**config.mk**
```make
export PLATFORM = sky130hd
export DESIGN_NAME = serial_pad_packet_receiver
export DESIGN_NICKNAME = d
export VERILOG_FILES = /design/src/spr_pkg.sv /design/src/spr_link_ctrl.sv /design/src/spr_report.sv /design/src/serial_pad_packet_receiver.sv
export SDC_FILE = /design/constraint.sdc
export NUM_CORES = 1
export LEC_CHECK = 0
export ABC_CLOCK_PERIOD_IN_PS = 8250
export BUFFER_PORTS_ARGS = -buffer_cell sky130_fd_sc_hd__buf_4
export CAP_MARGIN = 40
export CORE_ASPECT_RATIO = 0.75
export CORE_MARGIN = 5
export CORE_UTILIZATION = 45
export DETAILED_ROUTE_END_ITERATION = 10
export SYNTH_ARGS = -nofsm -noshare
export SYNTH_HDL_FRONTEND = slang
export SYNTH_HIERARCHICAL = 1
export SYNTH_SLANG_ARGS = --single-unit
```
**constraint.sdc**
```tcl
create_clock -name aclk -period 8.25 [get_ports aclk]
set_clock_uncertainty 0.2 [all_clocks]
set_input_delay 1.65 -clock aclk [delete_from_list [all_inputs] [get_ports aclk]]
set_output_delay 1.65 -clock aclk [all_outputs]
set_load 0.02 [all_outputs]
```
**src/spr_pkg.sv**
```systemverilog
// Shared types, codes and the CRC-8 step for the serial pad packet receiver.
`default_nettype none

package spr_pkg;

    // Link handshake states
    typedef enum logic [1:0] {
        LNK_SYNCED = 2'd0,
        LNK_START  = 2'd1,
        LNK_FIRST  = 2'd2,
        LNK_OUT    = 2'd3
    } link_state_t;

    // Reply byte kinds
    typedef enum logic [2:0] {
        KIND_SYNC_START = 3'd0,
        KIND_SYNC_1     = 3'd1,
        KIND_SYNC_OK    = 3'd2,
        KIND_ACK        = 3'd3,
        KIND_NACK       = 3'd4
    } reply_kind_t;

    // Configuration register indexes
    localparam logic [1:0] CFG_SYNC_START  = 2'd0;
    localparam logic [1:0] CFG_SYNC_FIRST  = 2'd1;
    localparam logic [1:0] CFG_SYNC_SECOND = 2'd2;

    // Handshake code reset values
    localparam logic [7:0] SYNC_START_RST  = 8'hFF;
    localparam logic [7:0] SYNC_FIRST_RST  = 8'h33;
    localparam logic [7:0] SYNC_SECOND_RST = 8'hCC;

    localparam int          PAYLOAD_BYTES = 8;
    localparam logic [3:0]  PAYLOAD_LAST  = 4'd8;
    localparam logic [7:0]  CRC_POLY      = 8'h07;
    localparam logic [7:0]  AXIS_SMALL    = 8'h0F;
    localparam logic [7:0]  AXIS_RST      = 8'h80;
    localparam logic [3:0]  HAT_NEUTRAL   = 4'd8;

    // Control from the link controller to the report builder
    typedef struct packed {
        logic        store_we;
        logic [2:0]  store_idx;
        logic        report_fire;
        logic        reply_valid;
        reply_kind_t reply_kind;
    } link_ctrl_t;

    // Controller report fields
    typedef struct packed {
        logic [7:0]  right_y;
        logic [7:0]  right_x;
        logic [7:0]  left_y;
        logic [7:0]  left_x;
        logic [3:0]  hat;
        logic [15:0] buttons;
    } report_t;

    // One byte through the CRC-8, MSB first
    function automatic logic [7:0] crc8_step(input logic [7:0] crc, input logic [7:0] data);
        logic [7:0] v;
        v = crc ^ data;
        for (int k = 0; k < 8; k++) begin
            if (v[7]) begin
                v = {v[6:0], 1'b0} ^ CRC_POLY;
            end else begin
                v = {v[6:0], 1'b0};
            end
        end
        return v;
    endfunction

endpackage

`default_nettype wire

```
**src/spr_link_ctrl.sv**
```systemverilog
// Sync handshake state machine, payload byte counter and running CRC.
`default_nettype none

module spr_link_ctrl (
    input  wire logic              aclk,
    input  wire logic              aresetn,
    input  wire logic              advance,
    input  wire logic [7:0]        rx_byte,
    input  wire logic [7:0]        start_code,
    input  wire logic [7:0]        first_code,
    input  wire logic [7:0]        second_code,
    output spr_pkg::link_ctrl_t    ctrl
);
    import spr_pkg::*;

    link_state_t state_reg, state_next;
    logic [3:0]  count_reg, count_next;
    logic [7:0]  crc_reg, crc_next;

    // Hold link state, byte count and CRC
    always_ff @(posedge aclk) begin
        if (!aresetn) begin
            state_reg <= LNK_OUT;
            count_reg <= 4'd0;
            crc_reg   <= 8'd0;
        end else if (advance) begin
            state_reg <= state_next;
            count_reg <= count_next;
            crc_reg   <= crc_next;
        end
    end

    // Decide next state and reply for the item at hand
    always_comb begin
        state_next       = state_reg;
        count_next       = count_reg;
        crc_next         = crc_reg;
        ctrl.store_we    = 1'b0;
        ctrl.store_idx   = count_reg[2:0];
        ctrl.report_fire = 1'b0;
        ctrl.reply_valid = 1'b0;
        ctrl.reply_kind  = KIND_SYNC_START;
        case (state_reg)
            LNK_SYNCED: begin
                if (count_reg < PAYLOAD_LAST) begin
                    ctrl.store_we = 1'b1;
                    count_next    = count_reg + 4'd1;
                    crc_next      = crc8_step(crc_reg, rx_byte);
                end else begin
                    // Checksum byte: a match wins over the start code
                    ctrl.reply_valid = 1'b1;
                    if (crc_reg == rx_byte) begin
                        ctrl.reply_kind  = KIND_ACK;
                        ctrl.report_fire = 1'b1;
                    end else if (rx_byte == start_code) begin
                        state_next      = LNK_START;
                        ctrl.reply_kind = KIND_SYNC_START;
                    end else begin
                        ctrl.reply_kind = KIND_NACK;
                    end
                    count_next = 4'd0;
                    crc_next   = 8'd0;
                end
            end
            LNK_START: begin
                if (rx_byte == first_code) begin
                    state_next       = LNK_FIRST;
                    ctrl.reply_valid = 1'b1;
                    ctrl.reply_kind  = KIND_SYNC_1;
                end else if (rx_byte == start_code) begin
                    state_next       = LNK_START;
                    ctrl.reply_valid = 1'b1;
                end else begin
                    state_next = LNK_OUT;
                end
            end
            LNK_FIRST: begin
                if (rx_byte == second_code) begin
                    state_next       = LNK_SYNCED;
                    ctrl.reply_valid = 1'b1;
                    ctrl.reply_kind  = KIND_SYNC_OK;
                end else if (rx_byte == start_code) begin
                    state_next       = LNK_START;
                    ctrl.reply_valid = 1'b1;
                end else begin
                    state_next = LNK_OUT;
                end
            end
            default: begin
                // Out of sync: wait for the start code
                if (rx_byte == start_code) begin
                    state_next       = LNK_START;
                    ctrl.reply_valid = 1'b1;
                end else begin
                    state_next = LNK_OUT;
                end
            end
        endcase
    end

endmodule

`default_nettype wire

```
**src/spr_report.sv**
```systemverilog
// Payload store, axis scaling and smoothing, and report formation.
`default_nettype none

module spr_report (
    input  wire logic              aclk,
    input  wire logic              aresetn,
    input  wire logic              advance,
    input  wire logic [7:0]        rx_byte,
    input  wire spr_pkg::link_ctrl_t ctrl,
    output spr_pkg::report_t       report
);
    import spr_pkg::*;

    logic [7:0] payload_reg [PAYLOAD_BYTES];
    logic [7:0] axes_reg    [4];
    logic [7:0] axes_next   [4];
    logic       small_axes;

    // Write payload bytes as they arrive
    always_ff @(posedge aclk) begin
        if (advance && ctrl.store_we) begin
            payload_reg[ctrl.store_idx] <= rx_byte;
        end
    end

    // Scale small axes up and average with the previous axes
    always_comb begin
        logic [7:0] raw;
        logic [8:0] sum;
        small_axes = 1'b1;
        for (int k = 0; k < 4; k++) begin
            if (payload_reg[3 + k] > AXIS_SMALL) begin
                small_axes = 1'b0;
            end
        end
        for (int k = 0; k < 4; k++) begin
            raw = small_axes ? {payload_reg[3 + k][3:0], 4'b0000} : payload_reg[3 + k];
            sum = {1'b0, axes_reg[k]} + {1'b0, raw};
            axes_next[k] = sum[8:1];
        end
    end

    // Keep the last smoothed axes
    always_ff @(posedge aclk) begin
        if (!aresetn) begin
            for (int k = 0; k < 4; k++) begin
                axes_reg[k] <= AXIS_RST;
            end
        end else if (advance && ctrl.report_fire) begin
            for (int k = 0; k < 4; k++) begin
                axes_reg[k] <= axes_next[k];
            end
        end
    end

    // Form the report, zero when no report is due
    always_comb begin
        report = '0;
        if (ctrl.report_fire) begin
            report.buttons = {payload_reg[0], payload_reg[1]};
            report.hat     = (payload_reg[2] <= {4'd0, HAT_NEUTRAL}) ?
                             payload_reg[2][3:0] : HAT_NEUTRAL;
            report.left_x  = axes_next[0];
            report.left_y  = axes_next[1];
            report.right_x = axes_next[2];
            report.right_y = axes_next[3];
        end
    end

endmodule

`default_nettype wire

```
**src/serial_pad_packet_receiver.sv**
```systemverilog
// Top level of the serial pad packet receiver: item registers and config.
//
//  channel  dir  handshake           payload
//  s_       in   s_tvalid/s_tready   s_tdata: rx_byte
//  m_       out  m_tvalid/m_tready   m_tuser: reply flags, m_tdata: report
//  cfg_     in   cfg_wr_en           cfg_index, cfg_data
//
// One byte is taken per cycle unless the result output stalls; each byte yields one
// result item: the byte passes the input register, then the state update and result register.
// Reset (aresetn low at a clock edge) drops the link out of sync, clears the
// count and CRC, sets the axes to mid scale and restores the handshake codes.
// A stalled result holds in the output register; the input register still
// takes one byte behind it, then s_tready falls until m_tready returns.
`default_nettype none

module serial_pad_packet_receiver (
    input  wire logic        aclk,
    input  wire logic        aresetn,
    input  wire logic        s_tvalid,
    output logic             s_tready,
    input  wire logic [7:0]  s_tdata,   // [7:0] rx_byte
    output logic             m_tvalid,
    input  wire logic        m_tready,
    output logic [4:0]       m_tuser,   // [0] reply_valid, [3:1] reply_kind, [4] report_valid
    output logic [55:0]      m_tdata,   // [15:0] buttons, [19:16] hat, [27:20] left_x,
                                        // [35:28] left_y, [43:36] right_x, [51:44] right_y
    input  wire logic        cfg_wr_en,
    input  wire logic [1:0]  cfg_index,
    input  wire logic [7:0]  cfg_data
);
    import spr_pkg::*;

    logic [7:0]  start_code_reg, first_code_reg, second_code_reg;
    logic        in_valid_reg;
    logic [7:0]  in_byte_reg;
    logic        out_valid_reg;
    logic [4:0]  out_user_reg;
    logic [55:0] out_data_reg;
    logic        advance;
    link_ctrl_t  ctrl;
    report_t     report;

    // Write configuration registers
    always_ff @(posedge aclk) begin
        if (!aresetn) begin
            start_code_reg  <= SYNC_START_RST;
            first_code_reg  <= SYNC_FIRST_RST;
            second_code_reg <= SYNC_SECOND_RST;
        end else if (cfg_wr_en) begin
            case (cfg_index)
                CFG_SYNC_START:  start_code_reg  <= cfg_data;
                CFG_SYNC_FIRST:  first_code_reg  <= cfg_data;
                CFG_SYNC_SECOND: second_code_reg <= cfg_data;
                default: ;
            endcase
        end
    end

    // Advance the held item when the output register is free
    assign advance  = in_valid_reg && (!out_valid_reg || m_tready);
    assign s_tready = !in_valid_reg || advance;

    // Input item register
    always_ff @(posedge aclk) begin
        if (!aresetn) begin
            in_valid_reg <= 1'b0;
        end else if (s_tready) begin
            in_valid_reg <= s_tvalid;
        end
    end

    always_ff @(posedge aclk) begin
        if (s_tready && s_tvalid) begin
            in_byte_reg <= s_tdata;
        end
    end

    spr_link_ctrl u_link_ctrl (
        .aclk        (aclk),
        .aresetn     (aresetn),
        .advance     (advance),
        .rx_byte     (in_byte_reg),
        .start_code  (start_code_reg),
        .first_code  (first_code_reg),
        .second_code (second_code_reg),
        .ctrl        (ctrl)
    );

    spr_report u_report (
        .aclk    (aclk),
        .aresetn (aresetn),
        .advance (advance),
        .rx_byte (in_byte_reg),
        .ctrl    (ctrl),
        .report  (report)
    );

    // Result item register
    always_ff @(posedge aclk) begin
        if (!aresetn) begin
            out_valid_reg <= 1'b0;
        end else if (advance) begin
            out_valid_reg <= 1'b1;
        end else if (m_tready) begin
            out_valid_reg <= 1'b0;
        end
    end

    always_ff @(posedge aclk) begin
        if (advance) begin
            out_user_reg <= {ctrl.report_fire, ctrl.reply_kind, ctrl.reply_valid};
            out_data_reg <= {4'd0, report};
        end
    end

    assign m_tvalid = out_valid_reg;
    assign m_tuser  = out_user_reg;
    assign m_tdata  = out_data_reg;

endmodule

`default_nettype wire

```
==> flow_summary.yaml, run 1 <==
flow_run:
  cap_violations: 0
final_layout:
  n_antenna_cell: 0
  multi_input_area_um2: 3830
  fillers: 1749
  drive_gt1_share_pct: 16.7
  fin_area_um2: 10900
  largest_reg_flops: 56
  syn_to_final_growth_pct: 15.3
  nets: 894
  final_util_pct: 53.3
  final-seq-area_um2: 5400
worst_setup_path:
  r2r_slack_ps: 4070
  critPathCaptureType: "register"
  reg2regPathDepth: 11
  crit_end: "m_tdata[33]$_DFFE_PP_"
  worstSetupPathType: "register to register"
  r2r-start: "u_report/payload_reg[4][7]$_DFFE_PP_"
  r2r-end: "m_tdata[33]$_DFFE_PP_"
  critPathLaunchType: "register"
  path_max_fanout: 18
  required_ps: 8230
  critPathArrivalTime_ps: 4170
  crit_path_start: "u_report/payload_reg[4][7]$_DFFE_PP_"
detailed_routing:
  wl_met1_um: 10100
  routed_wl_um: 19900
  drc: 0
  detail_route.iter0.violations: 309
  ant_nets: 0
  vias: 5813
  routed_via_density: 5.16
  wl_met2_um: 8760
  top_layer: "met4"
  wl_met3_um: 856
  first_pass_iters: 4
  wl_per_cell_um: 17.7
synthesis:
  synth_edf_count: 153
  ys_types: 52
  postSynth.asyncResetShare_pct: 0
  synth_mux_area_share_pct: 4.45
  ys_seq_area_share_pct: 57.1
  synth-xor-area-share_pct: 5.42
  synth_top_family_by_area: "simple AND/OR/NAND/NOR gates"
  yosys_warnings: 6
  avgSynthCellArea_um2: 12.6
  syn_area_um2: 9450
  synth_fa_ha_area_share_pct: 5.62
  synth-seq-cells: 193
  synthCells: 752
  synth_compound_area_share_pct: 9.11
  post_synth_and_or_nand_nor_area_fraction_pct: 15.7
  synthFlopType: "edfxtp_1"
sta:
  hold_violations: 0
  relSlewSlack_pct: 42.9
  rsz0062_at_grt: "no"
  post-route-period-util_pct: 50.7
  fin_crit_ps: 4180
  finalWorstSetupSlack_ps: 4070
  finalSetupViolations: 0
  report.final.slew_viol_count: 0
  worst_pin_slew_ps: 848
  fmax_mhz: 239
  tns_ps: 0
power:
  p_sw_share_pct: 24.8
  p_clk_share_pct: 38.6
  power_density_nw_per_um2: 189
  switchingPower_mw: 0.510
  p_leak_nw: 4.10
  irDropWorstVdd_mv: 0.158
  p_seq_share_pct: 52.9
  power.share.combinational_pct: 8.5
  p_int_mw: 1.55
  total_power_mw: 2.06
hold_path:
  hp-class: "register to register"
  hp-start: "second_code_reg[0]$_SDFFE_PN0P_"
clocking:
  clockBufferDepth: 2
  cts_inserted_buffers: 17
  clk_latency_ps: 430
  cts_tree: "yes"
  clock-sinks: 193
  ctsHtreeMaxLevel: 4
  cts_root_buf: "clkbuf_16"
  post-cts-setup-buffers: 0
  cts-resized-gates: 0
  hold_buffers: 0
  clkSlewWorstSetupHoldPaths_ps: 80
die:
  start_util_pct: 46.2
  dieHeight_um: 135
  core_um2: 20400
  io_pins: 86
  rows: 45
  die_w_um: 177
  dieArea_um2: 24000
grt:
  grt_max_degree: 65
  antenna_found_initial: 0
  grt_pass1_vias: 5658
  grt_first_pass_wirelength_um: 31200
  grtUsageTotal_pct: 16.8
  grt_overflow: 0
place:
  placed_area_um2: 10300
  hpwl_um: 14000
  gp_congestion: 0.850
  dp_slack_ps: 4160
  port_buffers: 81
status:
  outcome: "finished, final reports clean"
[metrics by stage]
| stage | hold WS, ps | instances |
|---|---|---|
| after floorplan | 246 | 755 |
| after global placement | 261 | 1090 |
| after detailed placement | 265 | 1094 |
| after CTS | 278 | 1126 |
| after global routing | 305 | 1126 |
| final | 275 | 1126 |
[cell usage in the layout, fill, tap and decap left out, types with 3 or more instances in the layout]
| master | Yosys | routed |
|---|---|---|
| nor3_1 | 10 | 10 |
| xor2_1 | 20 | 20 |
| nand2b_1 | 24 | 24 |
| a21o_1 | 23 | 23 |
| inv_8 | 0 | 4 |
| o21ai_1 | 3 | 3 |
| fa_1 | 4 | 4 |
| and2_1 | 50 | 50 |
| nor2b_1 | 52 | 51 |
| o21ai_0 | 23 | 23 |
| buf_4 | 8 | 89 |
| o21bai_4 | 4 | 4 |
| nand3_1 | 7 | 7 |
| a311oi_4 | 4 | 4 |
| nand4_1 | 9 | 9 |
| clkbuf_16 | 0 | 17 |
| conb_1 | 1 | 4 |
| o211ai_1 | 4 | 4 |
| nand2_1 | 47 | 47 |
| a211oi_1 | 4 | 4 |
| o21bai_1 | 4 | 4 |
| o31ai_2 | 4 | 4 |
| a22oi_1 | 5 | 5 |
| and3b_1 | 7 | 7 |
| edfxtp_1 | 153 | 153 |
| mux2i_1 | 42 | 42 |
| nor4_1 | 5 | 5 |
| nor2_1 | 28 | 28 |
| inv_1 | 10 | 10 |
| xnor2_1 | 34 | 34 |
| inv_6 | 0 | 5 |
| nand3b_1 | 3 | 3 |
| ha_1 | 36 | 36 |
| nor3b_1 | 6 | 6 |
| and3_1 | 8 | 8 |
| a21oi_1 | 22 | 22 |
| dfxtp_1 | 40 | 40 |
| a31oi_1 | 4 | 4 |
[layout make-up]
type	instances	area share, %
repair buffers	93	6.50
clock inverters	15	1.30
clock buffers	17	3.91
well taps	282	3.24
flip-flops and latches	193	49.6
inverters	10	0.345
multi-input cells	516	35.2
[critical path, stage by stage (launching register included)]
cell and delay [ps]:
edfxtp_1 410, nor4_1 400, and4_1 570, and2_1 530
buf_8 230, nor2b_1 90, fa_1 440, a21o_1 180
a21oi_1 270, o21bai_1 100, a211oi_1 290, and3b_1 220
[kinds of logic after synthesis]
group                      after synthesis
AOI/OAI and AO/OA                      111
xor gates and xnor gates                56
adders and majority gates               40
buffers and inverters                   46
DFF                                    193
muxes                                   42
other                                    1
and+or+nand+nor                        263
[worst min-delay path by stage]
stage,slack (ps),to,cells past startpoint
floorplan,250,second_code_reg[0]$_SDFFE_PN0P_,2
global placement,260,second_code_reg[5]$_SDFFE_PN0P_,2
detailed placement,260,second_code_reg[0]$_SDFFE_PN0P_,2
CTS,280,second_code_reg[0]$_SDFFE_PN0P_,2
global route,300,first_code_reg[6]$_SDFFE_PN0P_,2
finish,270,second_code_reg[0]$_SDFFE_PN0P_,2
[power by group through the flow]
stage / registers (mW) / logic [mW] / clock network, mW
5_1_grt: 1.09 / 0.189 / 0.861
6_report: 1.09 / 0.174 / 0.796
2_1_floorplan: 1.13 / 0.0961 / 0
3_5_place_dp: 1.11 / 0.175 / 0
3_3_place_gp: 1.11 / 0.172 / 0
4_1_cts: 1.09 / 0.176 / 0.816
[Yosys cell counts (all sizes together), types with 22 or more instances]
cell type  number  area, um^2
o21ai          26         130
a21oi          22         110
a21o           23         173
ha             36         450
edfxtp        153        4590
nand2          47         176
and2           50         313
nor2           28         105
xnor2          35         314
dfxtp          40         801
nand2b         24         150
mux2i          42         420
nor2b          52         325
[metal layers]
layer | global-route usage (%) | up-vias
met5 | 0 | -
met4 | 4.38 | 0
met3 | 3.60 | 11
met2 | 25.0 | 109
met1 | 25.0 | 2842
li1 | - | 2851
(Power assumes the default switching activity.)
==> inputs of run 2 (changes only) <==
ABC_CLOCK_PERIOD_IN_PS = 4000   (was 8250)
clock period = 4 ns   (was 8.25 ns; I/O delays follow)
==> run 2 against run 1 <==
Against the previous run: sequential power up 110%; cell area increased by 0.67%; clock-buffer cell count did not move; register-to-register slack got worse by 3500 ps; critical path depth is the same; critical path type unchanged; power rose by 110%; highest routed layer unchanged; non-clock buffer count is 8 higher; wire length increased by 2.7%; sequential share of layout area down 0.33 points.
==> flow_summary.yaml, run 2 (synthesized netlist as in run 1, its figures left out) <==
final_layout:
  layout_commonest_cell: "edfxtp_1"
  fillers: 1720
  syn_to_final_growth_pct: 16.0
  nets: 902
  multi_input_area_um2: 3830
  drive_gt1_share_pct: 17.6
  final-seq-area_um2: 5400
  largest_reg_flops: 56
  final_cell_mix: "edfxtp_1 (153), buf_4 (101), nor2b_1 (51), and2_1 (50), nand2_1 (47)"
  n_antenna_cell: 0
worst_setup_path:
  critPathCaptureType: "register"
  critPathLaunchType: "register"
  required_ps: 3990
  path_max_fanout: 14
  worstSetupPathType: "register to register"
  critPathArrivalTime_ps: 3430
sta:
  fin_crit_ps: 3440
  hold_violations: 0
  finalSetupViolations: 0
  relSlewSlack_pct: 49.1
  tns_ps: 0
  report.final.slew_viol_count: 0
  worst_pin_slew_ps: 760
  rsz0062_at_grt: "no"
  post-route-period-util_pct: 86.0
  hold_slack_ps: 277
  fmax_mhz: 291
die:
  die_w_um: 177
  start_util_pct: 46.2
  rows: 45
  core_um2: 20400
  io_pins: 86
  dieHeight_um: 135
  dieArea_um2: 24000
detailed_routing:
  vias: 5937
  ant_nets: 0
  routed_via_density: 5.24
  detail_route.iter0.violations: 423
  routed_wl_um: 20400
  wl_per_cell_um: 18.0
  drc: 0
  first_pass_iters: 4
clocking:
  clk_latency_ps: 430
  clockBufferDepth: 2
  clkSlewWorstSetupHoldPaths_ps: 70
  ctsHtreeMaxLevel: 4
  hold_buffers: 0
  post-cts-setup-buffers: 0
  cts_tree: "yes"
  cts_inserted_buffers: 17
  cts-resized-gates: 0
  clock-sinks: 193
  cts_root_buf: "clkbuf_16"
grt:
  grt_pass1_vias: 5940
  grt_max_degree: 62
  antenna_found_initial: 0
  grt_overflow: 0
  grt_first_pass_wirelength_um: 32500
  grtUsageTotal_pct: 17.3
power:
  irDropWorstVdd_mv: 0.266
  switchingPower_mw: 1.08
  p_clk_share_pct: 39.2
  p_int_mw: 3.22
  total_power_mw: 4.30
  p_leak_nw: 4.15
  p_sw_share_pct: 25.2
  p_seq_share_pct: 52.3
  power_density_nw_per_um2: 392
  power.share.combinational_pct: 8.6
place:
  hpwl_um: 14200
  gp_congestion: 0.830
  port_buffers: 81
hold_path:
  hp-class: "register to register"
flow_run:
  cap_violations: 0
status:
  outcome: "finished, final reports clean"
==> run 2: cell types whose count changed in the layout (fill, tap and decap cells not counted) <==
cell | previous run | this run
buf_2 | 2 | 0
buf_8 | 2 | 0
buf_4 | 89 | 101
inv_8 | 4 | 5
clkinv_8 | 1 | 3
clkinv_1 | 1 | 0
inv_6 | 5 | 3
==> run 2: power groups by stage <==
stage | registers (mW) | logic, mW | clock network, mW
final | 2.25 | 0.368 | 1.68
after CTS | 2.25 | 0.370 | 1.73
after floorplan | 2.33 | 0.199 | 0
after global routing | 2.25 | 0.397 | 1.82
after global placement | 2.29 | 0.363 | 0
after detailed placement | 2.29 | 0.369 | 0
==> run 2: cell type report <==
type	count	area share, %
clock buffers	17	3.88
clock inverters	15	1.50
inverters	10	0.342
multi-input cells	516	34.9
flip-flops and latches	193	49.2
well taps	282	3.22
repair buffers	101	6.92
==> run 2: critical path: stages, from the launching register on <==
cell      delay [ps]
edfxtp_1         410
nor4_1           370
and4_1           260
and2_1           160
buf_4            190
nor2b_1           90
fa_1             430
a21o_1           170
a21oi_1          270
o21bai_1         110
a211oi_1         320
and3b_1          220
==> run 2: metal layers <==
metal | wire [um] | part of all wire (%) | GRT usage [%] | vias up
met5 | 0 | 0 | 0 | -
met4 | 246 | 1.2 | 4.64 | 0
met3 | 1020 | 5.0 | 2.90 | 18
met2 | 9200 | 45 | 27.1 | 151
met1 | 9960 | 49 | 25.0 | 2892
li1 | - | - | - | 2876
==> run 2: per-stage QoR <==
step           setup WS, ps  cell area, um^2  std cells  utilization, %
6_report                558            11000       1134            53.6
5_1_grt                 367            11000       1134            53.6
4_1_cts                 570            11000       1134            53.6
3_5_place_dp            578            10400       1102            50.7
3_3_place_gp            725            10400       1102            50.7
2_1_floorplan           339             9460        755               -
==> run 2: path summary, 6_finish.rpt <==
check / startpoint / end / slack, ps / cells after the start
max: u_report/payload_reg[4][7]$_DFFE_PP_ / m_tdata[33]$_DFFE_PP_ / 560 / 11
min: first_code_reg[2]$_SDFFE_PN0P_ / first_code_reg[2]$_SDFFE_PN0P_ / 280 / 2
max reg2reg: u_report/payload_reg[4][7]$_DFFE_PP_ / m_tdata[33]$_DFFE_PP_ / 560 / 11
min reg2reg: first_code_reg[2]$_SDFFE_PN0P_ / first_code_reg[2]$_SDFFE_PN0P_ / 280 / 2
